$ cat config.mk
export PLATFORM = sky130hd
export DESIGN_NAME = itbd_dpath
export DESIGN_NICKNAME = d
export VERILOG_FILES = /design/src/rtl/itbd_pkg.sv /design/src/rtl/itbd_dpath.sv
export SDC_FILE = /design/constraint.sdc
export NUM_CORES = 1
export LEC_CHECK = 0
export BUFFER_PORTS_ARGS = -buffer_cell sky130_fd_sc_hd__buf_4
export CAP_MARGIN = 30
export CORE_MARGIN = 1
export CORE_UTILIZATION = 50
export CTS_CLUSTER_SIZE = 16
export DETAILED_ROUTE_END_ITERATION = 16
export PLACE_DENSITY = 0.68
export SYNTH_ARGS = -nofsm -noshare
export SYNTH_HDL_FRONTEND = slang
export SYNTH_SLANG_ARGS = --single-unit
export TNS_END_PERCENT = 1
$ cat constraint.sdc
create_clock -name i_clk -period 17.2 [get_ports i_clk]
set_clock_uncertainty 0.15 [all_clocks]
set_input_delay 3.44 -clock i_clk [delete_from_list [all_inputs] [get_ports i_clk]]
set_output_delay 3.44 -clock i_clk [all_outputs]
set_load 0.005 [all_outputs]
$ cat src/rtl/itbd_pkg.sv
// Shared types, constants and helpers for the integer-to-base-digits block.
package itbd_pkg;

    localparam int VALUE_WIDTH_DEF = 31;
    localparam int RADIX_W         = 5;
    localparam int DIGIT_W         = 4;
    localparam int CHAR_W          = 7;
    localparam int DIV_BITS        = 8;   // dividend bits retired per divider cycle

    localparam logic [RADIX_W-1:0] RADIX_MIN = 5'd2;
    localparam logic [RADIX_W-1:0] RADIX_MAX = 5'd16;

    localparam logic [CHAR_W-1:0] CHAR_ZERO = 7'h30;  // '0'
    localparam logic [CHAR_W-1:0] CHAR_A    = 7'h41;  // 'A'
    localparam logic [DIGIT_W-1:0] DEC_DIGITS = 4'd10;

    typedef enum logic [1:0] {
        S_IDLE,
        S_DIV,
        S_EMIT
    } t_state;

    // controller -> datapath
    typedef struct packed {
        logic load_in;    // latch value and radix, clear stack
        logic load_err;   // put the bad-radix beat into the output register
        logic div_step;   // one divider step
        logic push;       // last divider cycle of a digit: push remainder, keep quotient
        logic emit;       // pop one digit into the output register
    } t_cmd;

    // datapath -> controller
    typedef struct packed {
        logic radix_bad;
        logic num_zero;
        logic count_zero;
        logic count_one;
        logic out_free;
    } t_status;

    function automatic logic radix_is_bad(input logic [RADIX_W-1:0] radix);
        return (radix < RADIX_MIN) || (radix > RADIX_MAX);
    endfunction

    function automatic logic [CHAR_W-1:0] digit_glyph(input logic [DIGIT_W-1:0] d);
        if (d < DEC_DIGITS) begin
            return CHAR_ZERO + CHAR_W'(d);
        end
        return CHAR_A + CHAR_W'(d - DEC_DIGITS);
    endfunction

endpackage

$ cat src/rtl/itbd_dpath.sv
// Datapath: chunked restoring divider, digit stack, output register.
module itbd_dpath
    import itbd_pkg::*;
#(
    parameter int VALUE_WIDTH = VALUE_WIDTH_DEF
) (
    input  logic                   i_clk,
    input  logic                   i_rst_n,
    input  logic [VALUE_WIDTH-1:0] i_value,
    input  logic [RADIX_W-1:0]     i_radix,
    input  t_cmd                   i_cmd,
    output t_status                o_status,
    output logic                   o_out_valid,
    input  logic                   i_out_ready,
    output logic [CHAR_W-1:0]      o_digit_char,
    output logic                   o_last,
    output logic                   o_bad_radix
);

    localparam int NSTEPS = (VALUE_WIDTH + DIV_BITS - 1) / DIV_BITS;
    localparam int WP     = NSTEPS * DIV_BITS;          // padded dividend width
    localparam int CW     = $clog2(VALUE_WIDTH + 1);    // digit count
    localparam int IW     = $clog2(VALUE_WIDTH);        // stack index

    logic [WP-1:0]      r_num, n_num;
    logic [RADIX_W-1:0] r_radix;
    logic [DIGIT_W-1:0] r_rem, n_rem;
    logic [CW-1:0]      r_count, count_dec;
    logic [DIGIT_W-1:0] r_stack [VALUE_WIDTH];
    logic               r_out_valid;
    logic [CHAR_W-1:0]  r_char;
    logic               r_last;
    logic               r_bad;
    logic               out_free;

    // DIV_BITS restoring steps; quotient bits shift in at the bottom of r_num
    always_comb begin
        logic [DIV_BITS-1:0] chunk;
        logic [DIV_BITS-1:0] qbits;
        logic [DIGIT_W-1:0]  rem;
        logic [RADIX_W-1:0]  trial;
        chunk = r_num[WP-1 -: DIV_BITS];
        qbits = '0;
        rem   = r_rem;
        for (int i = DIV_BITS - 1; i >= 0; i--) begin
            trial = {rem, chunk[i]};
            if (trial >= r_radix) begin
                qbits[i] = 1'b1;
                trial    = trial - r_radix;
            end
            rem = trial[DIGIT_W-1:0];   // below radix, so fits
        end
        n_rem = rem;
        n_num = (r_num << DIV_BITS) | WP'(qbits);
    end

    assign count_dec = r_count - 1'b1;
    assign out_free  = !r_out_valid || i_out_ready;

    always_comb begin
        o_status.radix_bad  = radix_is_bad(i_radix);
        o_status.num_zero   = (r_num == '0);
        o_status.count_zero = (r_count == '0);
        o_status.count_one  = (r_count == CW'(1));
        o_status.out_free   = out_free;
    end

    always_ff @(posedge i_clk) begin
        if (i_cmd.load_in) begin
            r_num   <= WP'(i_value);
            r_radix <= i_radix;
            r_rem   <= '0;
        end else if (i_cmd.div_step) begin
            r_num <= n_num;
            r_rem <= i_cmd.push ? '0 : n_rem;
        end
        if (i_cmd.push) begin
            r_stack[r_count[IW-1:0]] <= n_rem;
        end
    end

    always_ff @(posedge i_clk) begin
        if (!i_rst_n) begin
            r_count <= '0;
        end else if (i_cmd.load_in) begin
            r_count <= '0;
        end else if (i_cmd.push) begin
            r_count <= r_count + 1'b1;
        end else if (i_cmd.emit) begin
            r_count <= count_dec;
        end
    end

    // output register: holds a beat while the sink stalls
    always_ff @(posedge i_clk) begin
        if (!i_rst_n) begin
            r_out_valid <= 1'b0;
        end else if (i_cmd.emit || i_cmd.load_err) begin
            r_out_valid <= 1'b1;
        end else if (i_out_ready) begin
            r_out_valid <= 1'b0;
        end
    end

    always_ff @(posedge i_clk) begin
        if (i_cmd.load_err) begin
            r_char <= CHAR_ZERO;
            r_last <= 1'b1;
            r_bad  <= 1'b1;
        end else if (i_cmd.emit) begin
            r_char <= digit_glyph(r_stack[count_dec[IW-1:0]]);
            r_last <= (r_count == CW'(1));
            r_bad  <= 1'b0;
        end
    end

    assign o_out_valid  = r_out_valid;
    assign o_digit_char = r_char;
    assign o_last       = r_last;
    assign o_bad_radix  = r_bad;

endmodule

==> metrics.log <==
INFO  metric first_global_vias = 6136
INFO  metric layout_min_cycle_time = 13.94 ns
INFO  metric post_synth_num_cell_types = 66
INFO  metric detail_route.first_pass.iterations = 8
INFO  metric crit_path_max_incr_delay = 0.73 ns
INFO  metric cts_post_setup_buffers_inserted = 0
INFO  metric via_density = 6.05
INFO  metric dieArea = 19700 µm²
INFO  metric clock-root-buffer = sky130_fd_sc_hd__clkbuf_16
INFO  metric setup_violations = 0
INFO  metric fin_setup_tns = 0 ns
INFO  metric syn-mean-instance-area = 13.6 µm²
INFO  metric gpl.final_weighted_congestion = 0.937
INFO  metric seq_area = 5210 µm²
INFO  metric timing.hold.worst_path_depth = 1
INFO  metric via_count = 6106
INFO  metric most_common_cell_in_the_netlist = sky130_fd_sc_hd__edfxtp_1
INFO  metric worst_r2r_startpoint = r_radix[1]
INFO  metric worst_setup_path_end_kind = flop
INFO  metric final_hold_viol_count = 0
INFO  metric final_layout_size_suffix_gt1_share = 21.6%
INFO  metric instance_count_after_placement_with_tap_cells_included = 977
INFO  metric cts-root-to-sink-buffers = 2
INFO  metric chipWidth = 140 µm
INFO  metric cts_repair_resize_count = 0
INFO  metric clock_insertion_delay_worst_skew = 0.43 ns
INFO  metric hold_start = o_bad_radix
INFO  metric drt.antenna.violating_nets = 0
INFO  metric grt_overflow_total = 0
INFO  metric yosys-top-cells-area = sky130_fd_sc_hd__edfxtp_1, sky130_fd_sc_hd__ha_1, sky130_fd_sc_hd__mux4_2, sky130_fd_sc_hd__dfxtp_1, sky130_fd_sc_hd__mux4_1
INFO  metric timing_worst_setup_path_type = flop to flop
INFO  metric timing.critical_path.required = 17.32 ns
INFO  metric synthesis.nets = 803
INFO  metric postSynth.topFlopCell = sky130_fd_sc_hd__edfxtp_1
INFO  metric timing.fmax = 71.8 MHz
INFO  metric stdcell_count = 1010
INFO  metric cts_buf_count = 17
INFO  metric hold_path_end = o_bad_radix
INFO  metric drt-wirelength-per-cell = 20.3 µm
INFO  metric stdcell_area = 10900 µm²
INFO  metric netlist.top_cell.by_area = sky130_fd_sc_hd__edfxtp_1
INFO  metric groute.usage.overall = 22.2%
INFO  metric hpwlAfterDp = 14700 µm
INFO  metric reg2reg_setup_slack = 3.26 ns
INFO  metric layout.filler_cells = 1477
INFO  metric final_min_period_over_clock_period = 81.0%
INFO  metric seq_area_frac_synth = 54.4%
INFO  metric crit_arrival = 14.06 ns
INFO  metric synth_edf_count = 160
INFO  metric critPathMaxFanout = 20
INFO  metric kind_of_cell_adding_the_most_delay_to_the_critical_path = compound AO/OA/AOI/OAI gates
INFO  metric final_nets = 863
INFO  metric reg2regPathDepth = 55
INFO  metric dpl-instance-area = 10300 µm²
INFO  metric initial_utilization = 51.2%
INFO  metric max_slew.worst_pin.slew = 0.799 ns
INFO  metric cp_num_buf_inv = 7
INFO  metric slew-limit-headroom = 46.6%
INFO  metric maximum_number_of_pins_on_one_net_before_global_route_repair = 43
INFO  metric detail_route.iter0.violations = 276
INFO  metric place.port_buffers = 58
INFO  metric postCtsHoldBufs = 0
INFO  metric drc_errors = 0
INFO  metric tritoncts_num_sinks = 180
INFO  metric placeableCoreArea = 18700 µm²
INFO  metric run_status = finished clean
INFO  metric die_h = 140 µm
INFO  metric max_cap_viol_count = 0
INFO  metric syn_inst = 703
INFO  metric synth-warning-count = 0
INFO  metric grt_setup_unrepaired = no
INFO  metric cpMostUsedCell = sky130_fd_sc_hd__ha_1
INFO  metric antenna_violations_before_repair = 0
INFO  metric grt_first_pass_wirelength = 32600 µm
INFO  metric synth-async-reset-ratio = 0%
INFO  metric core.rowCount = 50
INFO  metric path_category_of_the_worst_min_delay_check = flop to flop
INFO  metric design.portCount = 59
INFO  metric yosys_register_bits = 180
INFO  metric insertedDiodeCount = 0
INFO  metric list_of_most_frequent_post_synthesis_cells = sky130_fd_sc_hd__edfxtp_1, sky130_fd_sc_hd__nor2_1, sky130_fd_sc_hd__ha_1, sky130_fd_sc_hd__inv_1, sky130_fd_sc_hd__mux2_2
INFO  metric critPathSlowestCell = sky130_fd_sc_hd__edfxtp_1
INFO  metric area.growth.synth_to_final = 13.7%
INFO  metric htreeDepth = 4
INFO  metric critical_path.reg2reg.endpoint = r_stack[0][3]
INFO  metric cts_tree = built
INFO  metric post_synth_top_area_share = 50.2%
INFO  metric drv_slew = 0
INFO  metric timing.critical_path.from_type = flop
INFO  metric multiInputGateArea = 4110 µm²
INFO  metric clkTransAtPathRegs = 0.07 ns
INFO  metric synth_area = 9570 µm²
INFO  metric drt-total-wl = 20500 µm
-- layout make-up --
type	instances	area share [%]
inverters	42	1.45
clock inverters	15	1.64
flip-flops and latches	180	47.8
well taps	234	2.69
repair buffers	65	4.80
multi-input cells	457	37.7
clock buffers	17	3.91
-- cells by family (layout without fill, tap and decap cells) --
kind of cell	count (synthesis)	after routing	share of synthesized area, %
buffers and inverters	66	139	3.02
multiplexers	84	84	14.7
AO/OA/AOI/OAI	124	124	8.85
XOR/XNOR	21	21	1.92
adder cells (fa/ha/maj)	56	56	7.95
flip-flops	180	180	54.4
AND/OR/NAND/NOR	172	172	9.24
-- registers in the layout (all words and copies together) (netlist names) --
signal        cells
r_stack         124
r_num            32
o_digit_char      7
r_count           5
r_radix           5
r_rem             4
o_bad_radix       1
o_last            1
o_out_valid       1
-- through the flow --
stage	setup WS [ns]	util (%)	hold slack, ns
after floorplan	4.19	-	0.296
after global placement	3.65	54.7	0.285
after detailed placement	2.98	54.9	0.296
after CTS	2.94	58.1	0.313
after global routing	2.06	58.2	0.319
final	3.26	58.2	0.313
-- metal layers --
| metal | routed length [µm] | vias up | share of wire (%) | global-route usage (%) |
|---|---|---|---|---|
| met5 | 0 | - | 0 | 0 |
| met1 | 8690 | 3015 | 42 | 27.8 |
| li1 | - | 2839 | - | - |
| met3 | 1210 | 35 | 5.9 | 5.26 |
| met4 | 564 | 0 | 2.8 | 9.60 |
| met2 | 10000 | 217 | 49 | 36.8 |
-- worst register-to-register path, delay by kind of cell (launching register included) --
family	cells	cell delay [ns]
mux	1	0.39
flops	1	0.73
buf+inv	7	1.06
fa+ha+maj	8	2.63
simple gates	9	1.26
compound gates	30	7.55
-- cells in the final DEF (no fill, tap or decap), drive strengths merged, types with 6 or more instances in the layout --
cell type,Yosys,routed
mux2,35,35
o21a,12,12
mux2i,13,13
dfxtp,20,20
nand2b,11,11
inv,42,47
nor4,11,11
a211oi,8,8
buf,13,65
and2,8,8
nand2,26,26
edfxtp,160,160
mux4,36,36
nor2b,9,9
nor2,68,68
o21ai,16,16
xnor2,16,16
a21o,13,13
fa,8,8
a21oi,30,30
ha,48,48
clkinv,0,6
clkbuf,11,17
nor3,14,14
-- worst max path at each step --
stage / end / startpoint / cells after the start / slack, ns
2_1_floorplan: r_stack[0][2] / r_radix[1] / 57 / 4.19
3_3_place_gp: r_stack[11][3] / r_radix[1] / 54 / 3.65
3_5_place_dp: r_stack[9][2] / r_radix[1] / 54 / 2.98
4_1_cts: r_stack[5][2] / r_radix[1] / 54 / 2.94
5_1_grt: r_stack[0][3] / r_radix[1] / 55 / 2.06
6_report: r_stack[0][3] / r_radix[1] / 55 / 3.26
Power is not shown: default switching activity piles up to over one toggle a cycle in this logic, so the estimate is an artifact.
