File: config.mk
export PLATFORM = sky130hd
export DESIGN_NAME = itbd_ctrl
export DESIGN_NICKNAME = d
export VERILOG_FILES = /design/src/rtl/itbd_pkg.sv /design/src/rtl/itbd_ctrl.sv
export SDC_FILE = /design/constraint.sdc
export NUM_CORES = 1
export LEC_CHECK = 0
export ABC_AREA = 1
export BUFFER_PORTS_ARGS = -buffer_cell sky130_fd_sc_hd__buf_4
export CAP_MARGIN = 20
export CORE_AREA = 2 2 39 41
export CTS_CLUSTER_DIAMETER = 40
export DETAILED_ROUTE_END_ITERATION = 8
export DIE_AREA = 0 0 41 43
export SLEW_MARGIN = 20
export SYNTH_ARGS = -nofsm -noshare
export SYNTH_HDL_FRONTEND = slang
export SYNTH_SLANG_ARGS = --single-unit
File: constraint.sdc
create_clock -name i_clk -period 1.4 [get_ports i_clk]
set_input_delay 0.28 -clock i_clk [delete_from_list [all_inputs] [get_ports i_clk]]
set_output_delay 0.28 -clock i_clk [all_outputs]
set_load 0.01 [all_outputs]
File: src/rtl/itbd_pkg.sv
// Shared types, constants and helpers for the integer-to-base-digits block.
package itbd_pkg;

    localparam int VALUE_WIDTH_DEF = 31;
    localparam int RADIX_W         = 5;
    localparam int DIGIT_W         = 4;
    localparam int CHAR_W          = 7;
    localparam int DIV_BITS        = 8;   // dividend bits retired per divider cycle

    localparam logic [RADIX_W-1:0] RADIX_MIN = 5'd2;
    localparam logic [RADIX_W-1:0] RADIX_MAX = 5'd16;

    localparam logic [CHAR_W-1:0] CHAR_ZERO = 7'h30;  // '0'
    localparam logic [CHAR_W-1:0] CHAR_A    = 7'h41;  // 'A'
    localparam logic [DIGIT_W-1:0] DEC_DIGITS = 4'd10;

    typedef enum logic [1:0] {
        S_IDLE,
        S_DIV,
        S_EMIT
    } t_state;

    // controller -> datapath
    typedef struct packed {
        logic load_in;    // latch value and radix, clear stack
        logic load_err;   // put the bad-radix beat into the output register
        logic div_step;   // one divider step
        logic push;       // last divider cycle of a digit: push remainder, keep quotient
        logic emit;       // pop one digit into the output register
    } t_cmd;

    // datapath -> controller
    typedef struct packed {
        logic radix_bad;
        logic num_zero;
        logic count_zero;
        logic count_one;
        logic out_free;
    } t_status;

    function automatic logic radix_is_bad(input logic [RADIX_W-1:0] radix);
        return (radix < RADIX_MIN) || (radix > RADIX_MAX);
    endfunction

    function automatic logic [CHAR_W-1:0] digit_glyph(input logic [DIGIT_W-1:0] d);
        if (d < DEC_DIGITS) begin
            return CHAR_ZERO + CHAR_W'(d);
        end
        return CHAR_A + CHAR_W'(d - DEC_DIGITS);
    endfunction

endpackage

File: src/rtl/itbd_ctrl.sv
// Conversion sequencer: accept, divide rounds, digit emission.
module itbd_ctrl
    import itbd_pkg::*;
#(
    parameter int VALUE_WIDTH = VALUE_WIDTH_DEF
) (
    input  logic    i_clk,
    input  logic    i_rst_n,
    input  logic    i_in_valid,
    output logic    o_in_ready,
    input  t_status i_status,
    output t_cmd    o_cmd
);

    localparam int NSTEPS = (VALUE_WIDTH + DIV_BITS - 1) / DIV_BITS;
    localparam int SW     = (NSTEPS > 1) ? $clog2(NSTEPS) : 1;
    localparam logic [SW-1:0] STEP_LAST = SW'(NSTEPS - 1);

    t_state        r_state, n_state;
    logic [SW-1:0] r_step, n_step;
    logic          accept;
    logic          div_done;   // quotient hit zero after at least one digit

    assign o_in_ready = (r_state == S_IDLE) && i_status.out_free;
    assign accept     = i_in_valid && o_in_ready;
    assign div_done   = (r_step == '0) && i_status.num_zero && !i_status.count_zero;

    // next state
    always_comb begin
        n_state = r_state;
        unique case (r_state)
            S_IDLE: begin
                if (accept && !i_status.radix_bad) begin
                    n_state = S_DIV;
                end
            end
            S_DIV: begin
                if (div_done) begin
                    n_state = S_EMIT;
                end
            end
            S_EMIT: begin
                if (i_status.out_free && i_status.count_one) begin
                    n_state = S_IDLE;
                end
            end
            default: n_state = S_IDLE;
        endcase
    end

    // commands
    always_comb begin
        o_cmd = '0;
        unique case (r_state)
            S_IDLE: begin
                o_cmd.load_in  = accept;
                o_cmd.load_err = accept && i_status.radix_bad;
            end
            S_DIV: begin
                o_cmd.div_step = !div_done;
                o_cmd.push     = !div_done && (r_step == STEP_LAST);
            end
            S_EMIT: begin
                o_cmd.emit = i_status.out_free;
            end
            default: o_cmd = '0;
        endcase
    end

    always_comb begin
        n_step = r_step;
        if (o_cmd.div_step) begin
            n_step = (r_step == STEP_LAST) ? '0 : r_step + 1'b1;
        end
    end

    always_ff @(posedge i_clk) begin
        if (!i_rst_n) begin
            r_state <= S_IDLE;
            r_step  <= '0;
        end else begin
            r_state <= n_state;
            r_step  <= n_step;
        end
    end

endmodule

==> out/results.ini, run 1 <==
[logic_synthesis]
ys.flop_type=dfxtp_1
synthXorXnorAreaFrac_pct=0
synth_adder_area_share_pct=12.66
synth_top_area_cell=dfxtp_1
netlist_instances=45
synth_top_cell_area_share_pct=27.00
synth-seq-cells=4
synthMuxAreaShare_pct=0
ys_seq_area_share_pct=27.00
yosysMostFrequentCell=inv_1
synth-simple-area-share_pct=34.60
synth_edf_count=0
synth_compound_area_share_pct=9.283
async_flop_share_pct=0
ys_warn_count=0
yosys-top-cells-area=dfxtp_1, inv_1, ha_1
avgSynthCellArea_um2=6.590
synthTopCellsByCount=inv_1, nand2_1, nor2_1, dfxtp_1, nand3_1
ys_types=13
syn_area_um2=296.5
synth_top_family_by_area=simple AND/OR/NAND/NOR gates
syn-num-nets=56

[floorplanning]
die_y_um=43
num_rows=14
ios=14
die_w_um=41
core_area_um2=1384
die_area_um2=1763
initial_utilization_pct=21.43

[placement]
portBuffers=13
place_hpwl_um=499.9
dpl_cell_area_um2=421.7
dp_cells=75
gp_congestion=0.5948

[clock_network]
cts-hold-fix-buffers=0
path_clk_slew_ps=40
htreeDepth=1
cts_buffer_depth=2
tritoncts=done
clk_latency_ps=230
cts.sinks=4
cts_made_buffers=3
root_buffer=clkbuf_4

[layout]
layout-drive-gt1-share_pct=55.22
synthToLayoutAreaGrowth_pct=81.43
num-nets-final=80
finish.instance_area_um2=538.0
final_cell_count_no_fill=83
antenna_cells=0
fin_util_pct=38.88

[global_routing]
use_met2_pct=13.44
grt_use_total_pct=8.626
antenna_found_initial=0
grt.overflow.total=0
gr-usage-met3_pct=4.712
grt_pass1_vias=293
met1_usage_pct=8.974
grt.busiest_layer=met2
grt_start_max_net_pins=6
grt_pass1_wl_um=1021

[hold_path]
whs_path_depth=3
min_to=r_step[1]
min_path_type=in -> reg
worstHoldStart=i_rst_n

[setup_path]
r2r-end=r_step[0]
critPathCaptureType=output port
r2r_start=r_step[1]
setup.worst_path.start_class=register
crit_fanout=3
slowest_delay_ps=330
crit_chain=nor3_2, nand2_1, nor2_2, buf_4
worst_ep_arrival_time_ps=1080
path_class=reg -> out
crit_slowest_cell=dfxtp_2
reg2reg_setup_slack_ps=360
crit_required_ps=1120
reg2reg_depth=6

[sta]
fmaxAchievable_mhz=737.5
slew_headroom_pct=84.35
rsz0062_at_grt=true
fin_crit_ps=1356
worstMarginPinSlew_ps=234.5
setup_viol=0
fin_tns_setup_ps=0
skew_ps=2.975
min_period_over_period_pct=96.85
hold_viol_final=0
final-max-slew-violation-count=0

[drt]
ant_nets=0
wl_per_cell_um=8.928
drt_first_pass_iters=1
num_vias=345
drc=0
routed_via_density=4.157
wirelength_um=741
drt-initial-drc-count=0

[power_and_ir_drop]
switching_share_pct=25.84
p_per_area_nw_per_um2=684.0
p_sw_uw=95.09
p_int_uw=272.9
power_uw=368.0
power.leakage_uw=0.0002685
vdd_drop_max_mv=0.2913
clockPowerShare_pct=36.3
seq_power_share_pct=34.7
combPwrFrac_pct=29.0

[status]
status=finished clean

[run]
cap_viol_max_count=0

stage by stage:
stage	hold slack, ps	setup WS [ps]
global route	315.9	-36.32
detailed placement	547.7	130.8
global placement	530.7	172.1
finish	314.5	44.15
floorplan	400.7	195.8
CTS	300.1	13.90
what timing repair did:
item | in CTS | in global routing
setup buffers | 4 | 1
pin swaps | 1 | 7
endpoints found under the setup margin | 2 | 4
resized for setup | 3 | 13
cell usage in the layout, fill, tap and decap left out:
cell type / n
dfxtp_1: 1
nor2_4: 1
inv_2: 2
inv_1: 10
ha_1: 1
a21oi_1: 2
clkbuf_4: 3
buf_6: 2
buf_4: 17
nand3_1: 3
a21oi_2: 2
inv_4: 1
nor2_1: 5
nand4_1: 1
nand3_4: 1
nor3_2: 1
ha_4: 2
nor2_2: 1
dfxtp_4: 1
dfxtp_2: 2
nand2_1: 7
nand2_2: 1
registers in the layout (all words and copies together), names as in the netlist:
signal and count:
r_step 2, r_state 2
power by group through the flow:
stage / Combinational [uW] / Sequential, uW / Clock, uW
global route: 118 / 128 / 146
CTS: 89.0 / 127 / 142
global placement: 77.5 / 129 / 0
detailed placement: 77.8 / 129 / 0
floorplan: 40.9 / 128 / 0
finish: 107 / 128 / 134
worst max path at each step:
stage,startpoint,end,slack [ps],cells after the start
after CTS,r_state[1],o_cmd[3],10,4
final,r_state[0],o_cmd[3],40,4
after detailed placement,r_step[0],o_cmd[2],130,6
after floorplan,r_step[0],o_cmd[2],200,5
after global routing,r_state[0],o_cmd[3],-40,4
after global placement,r_step[0],o_cmd[2],170,6
critical path: cells and delay by family, from the launching register on:
family	cells	cell delay [ps]
AND/OR/NAND/NOR	3	410
flip-flops	1	330
buffers and inverters	1	120
area by class of cell:
cell class              instances  area [um^2]
fillers                       142        845.8
multi-input cells              28        207.7
repair buffers                 19        150.1
flip-flops and latches          4        86.33
inverters                      13        51.30
clock buffers                   3        22.52
well taps                      16        20.02
routing by layer:
metal | part of all wire [%] | vias to the layer above
li1 | - | 181
met1 | 38 | 161
met2 | 59 | 3
met3 | 2.3 | 0
met4 | 0 | 0
met5 | 0 | -
kinds of logic (layout without fill, tap and decap cells):
group | Yosys count | count (layout)
buffers and inverters | 13 | 35
and+or+nand+nor | 21 | 21
adders and majority gates | 3 | 3
DFF | 4 | 4
AOI/OAI and AO/OA | 4 | 4
Note: power is estimated with default switching activity, not from simulation.
==> run 2, diff against run 1 <==
--- a/config.mk
+++ b/config.mk
@@ -7,7 +7,7 @@
 export LEC_CHECK = 0
 export ABC_AREA = 1
 export BUFFER_PORTS_ARGS = -buffer_cell sky130_fd_sc_hd__buf_4
-export CAP_MARGIN = 20
+export CAP_MARGIN = 25
 export CORE_AREA = 2 2 39 41
 export CTS_CLUSTER_DIAMETER = 40
 export DETAILED_ROUTE_END_ITERATION = 8
==> constraint.sdc (replaced) <==
create_clock -name i_clk -period 1.4 [get_ports i_clk]
set_input_delay 0.14 -clock i_clk [delete_from_list [all_inputs] [get_ports i_clk]]
set_output_delay 0.14 -clock i_clk [all_outputs]
set_load 0.01 [all_outputs]
==> run 2 against run 1 <==
Compared with the run above: global-route usage decreased by 0.10 points; clock power increased by 5%; via count decreased by 11%; worst hold slack got worse by 160 ps; clock skew decreased by 2.7 ps; combinational power decreased by 28%; sequential share of layout area increased by 2.0 points; final area decreased by 16%; worst setup slack improved by 40 ps; critical endpoint is now o_cmd[2]; total power decreased by 6.2%; utilization decreased by 6.3 points.
==> out/results.ini, run 2 (synthesis gave the netlist of run 1 again) <==
[status]
status=finished clean

[power_and_ir_drop]
vdd_drop_max_mv=0.2483
p_per_area_nw_per_um2=766.5
power.leakage_uw=0.0002421
power_uw=345.3

[floorplanning]
core_area_um2=1384
initial_utilization_pct=21.43
ios=14
die_area_um2=1763
die_y_um=43
die_w_um=41
num_rows=14

[drt]
ant_nets=0
wl_per_cell_um=7.026
drt-initial-drc-count=2
num_vias=307
drc=0
routed_via_density=3.936
wirelength_um=548
drt_first_pass_iters=4

[global_routing]
grt_pass1_wl_um=993
grt_start_max_net_pins=7
grt_use_total_pct=8.526
antenna_found_initial=0
grt_pass1_vias=285
grt.overflow.total=0

[sta]
worstMarginPinSlew_ps=228.7
rsz0062_at_grt=false
fmaxAchievable_mhz=759.8
hold_viol_final=0
setup_viol=0
final-max-slew-violation-count=0
min_period_over_period_pct=94.01
skew_ps=0.3028
slew_headroom_pct=84.73
fin_tns_setup_ps=0
fin_crit_ps=1316

[setup_path]
crit_chain=inv_1, ha_1, nand3_2, nand2_2, inv_1, buf_4
crit_slowest_cell=dfxtp_1
crit_required_ps=1260
path_class=reg -> out
slowest_delay_ps=360
critPathCaptureType=output port
crit_path_frequent_cell=inv_1
worst_ep_arrival_time_ps=1180
critPathTopFamily=flip-flops
cp_num_buf_inv=3
crit_fanout=5
setup.worst_path.start_class=register
reg2reg_setup_slack_ps=270

[hold_path]
min_path_type=in -> reg

[placement]
dpl_cell_area_um2=414.1
portBuffers=13
gp_congestion=0.5884
place_hpwl_um=469.4
dp_cells=74

[layout]
antenna_cells=0
layout-drive-gt1-share_pct=40.32
finish.instance_area_um2=450.4
final_common_cell=buf_4
final_cell_mix=buf_4, inv_1, nand2_1
final_cell_count_no_fill=78
fin_util_pct=32.55
nFillCells=152
num-nets-final=75
top_regs=r_state (2), r_step (2)
synthToLayoutAreaGrowth_pct=51.90

[clock_network]
root_buffer=clkbuf_4
htreeDepth=1
cts_made_buffers=3
path_clk_slew_ps=40
cts_buffer_depth=2
clk_latency_ps=230
cts-hold-fix-buffers=0
tritoncts=done
cts.sinks=4

[run]
cap_viol_max_count=0

-- run 2: cell type report --
class                   instances  area (um^2)  share of cell area [%]
clock buffers                   3        22.52                   5.000
inverters                      13        48.80                   10.83
multi-input cells              28        172.7                   38.33
flip-flops and latches          4        81.33                   18.06
well taps                      16        20.02                   4.444
repair buffers                 14        105.1                   23.33
-- run 2: where the power goes --
group	total [uW]	internal [uW]	leakage, uW	switching [uW]
logic	76.7	39.5	0.000195	37.2
clock network	141	95.8	0.0000138	45.5
registers	127	121	0.0000330	6.62
total	345	256	0.000242	89.3
-- run 2: per-stage QoR --
step                setup WS (ps)  hold WS, ps
CTS                         8.518        161.3
detailed placement          184.9        405.9
global placement            206.6        403.8
floorplan                   335.8        260.7
global route                6.554        181.7
finish                      83.83        159.0
-- run 2: repair_timing --
item | in CTS | in global routing
pin swaps | 0 | 1
cloned | 0 | 0
resized for setup | 1 | 1
endpoints found under the hold margin | 0 | 0
setup endpoints to repair | 1 | 1
buffers inserted | 0 | 1
-- run 2: tightest hold or removal path, cell delays in order --
cell and delay [ps]:
buf_4 120, nand2_1 60, nor2_1 30
-- run 2: final timing paths --
| kind | end | cells after the start | from |
|---|---|---|---|
| setup / recovery | o_cmd[2] | 6 | r_step[1] |
| hold / removal | r_step[0] | 3 | i_rst_n |
| setup reg to reg | r_state[1] | 7 | r_step[1] |
| hold reg to reg | r_step[0] | 2 | r_step[0] |
-- run 2: metal layers --
layer	track usage [%]	share of wire, %	up-vias
li1	-	-	169
met1	8.974	40	135
met2	13.13	55	3
met3	3.141	5.3	0
met4	6.000	0	0
met5	0	0	-
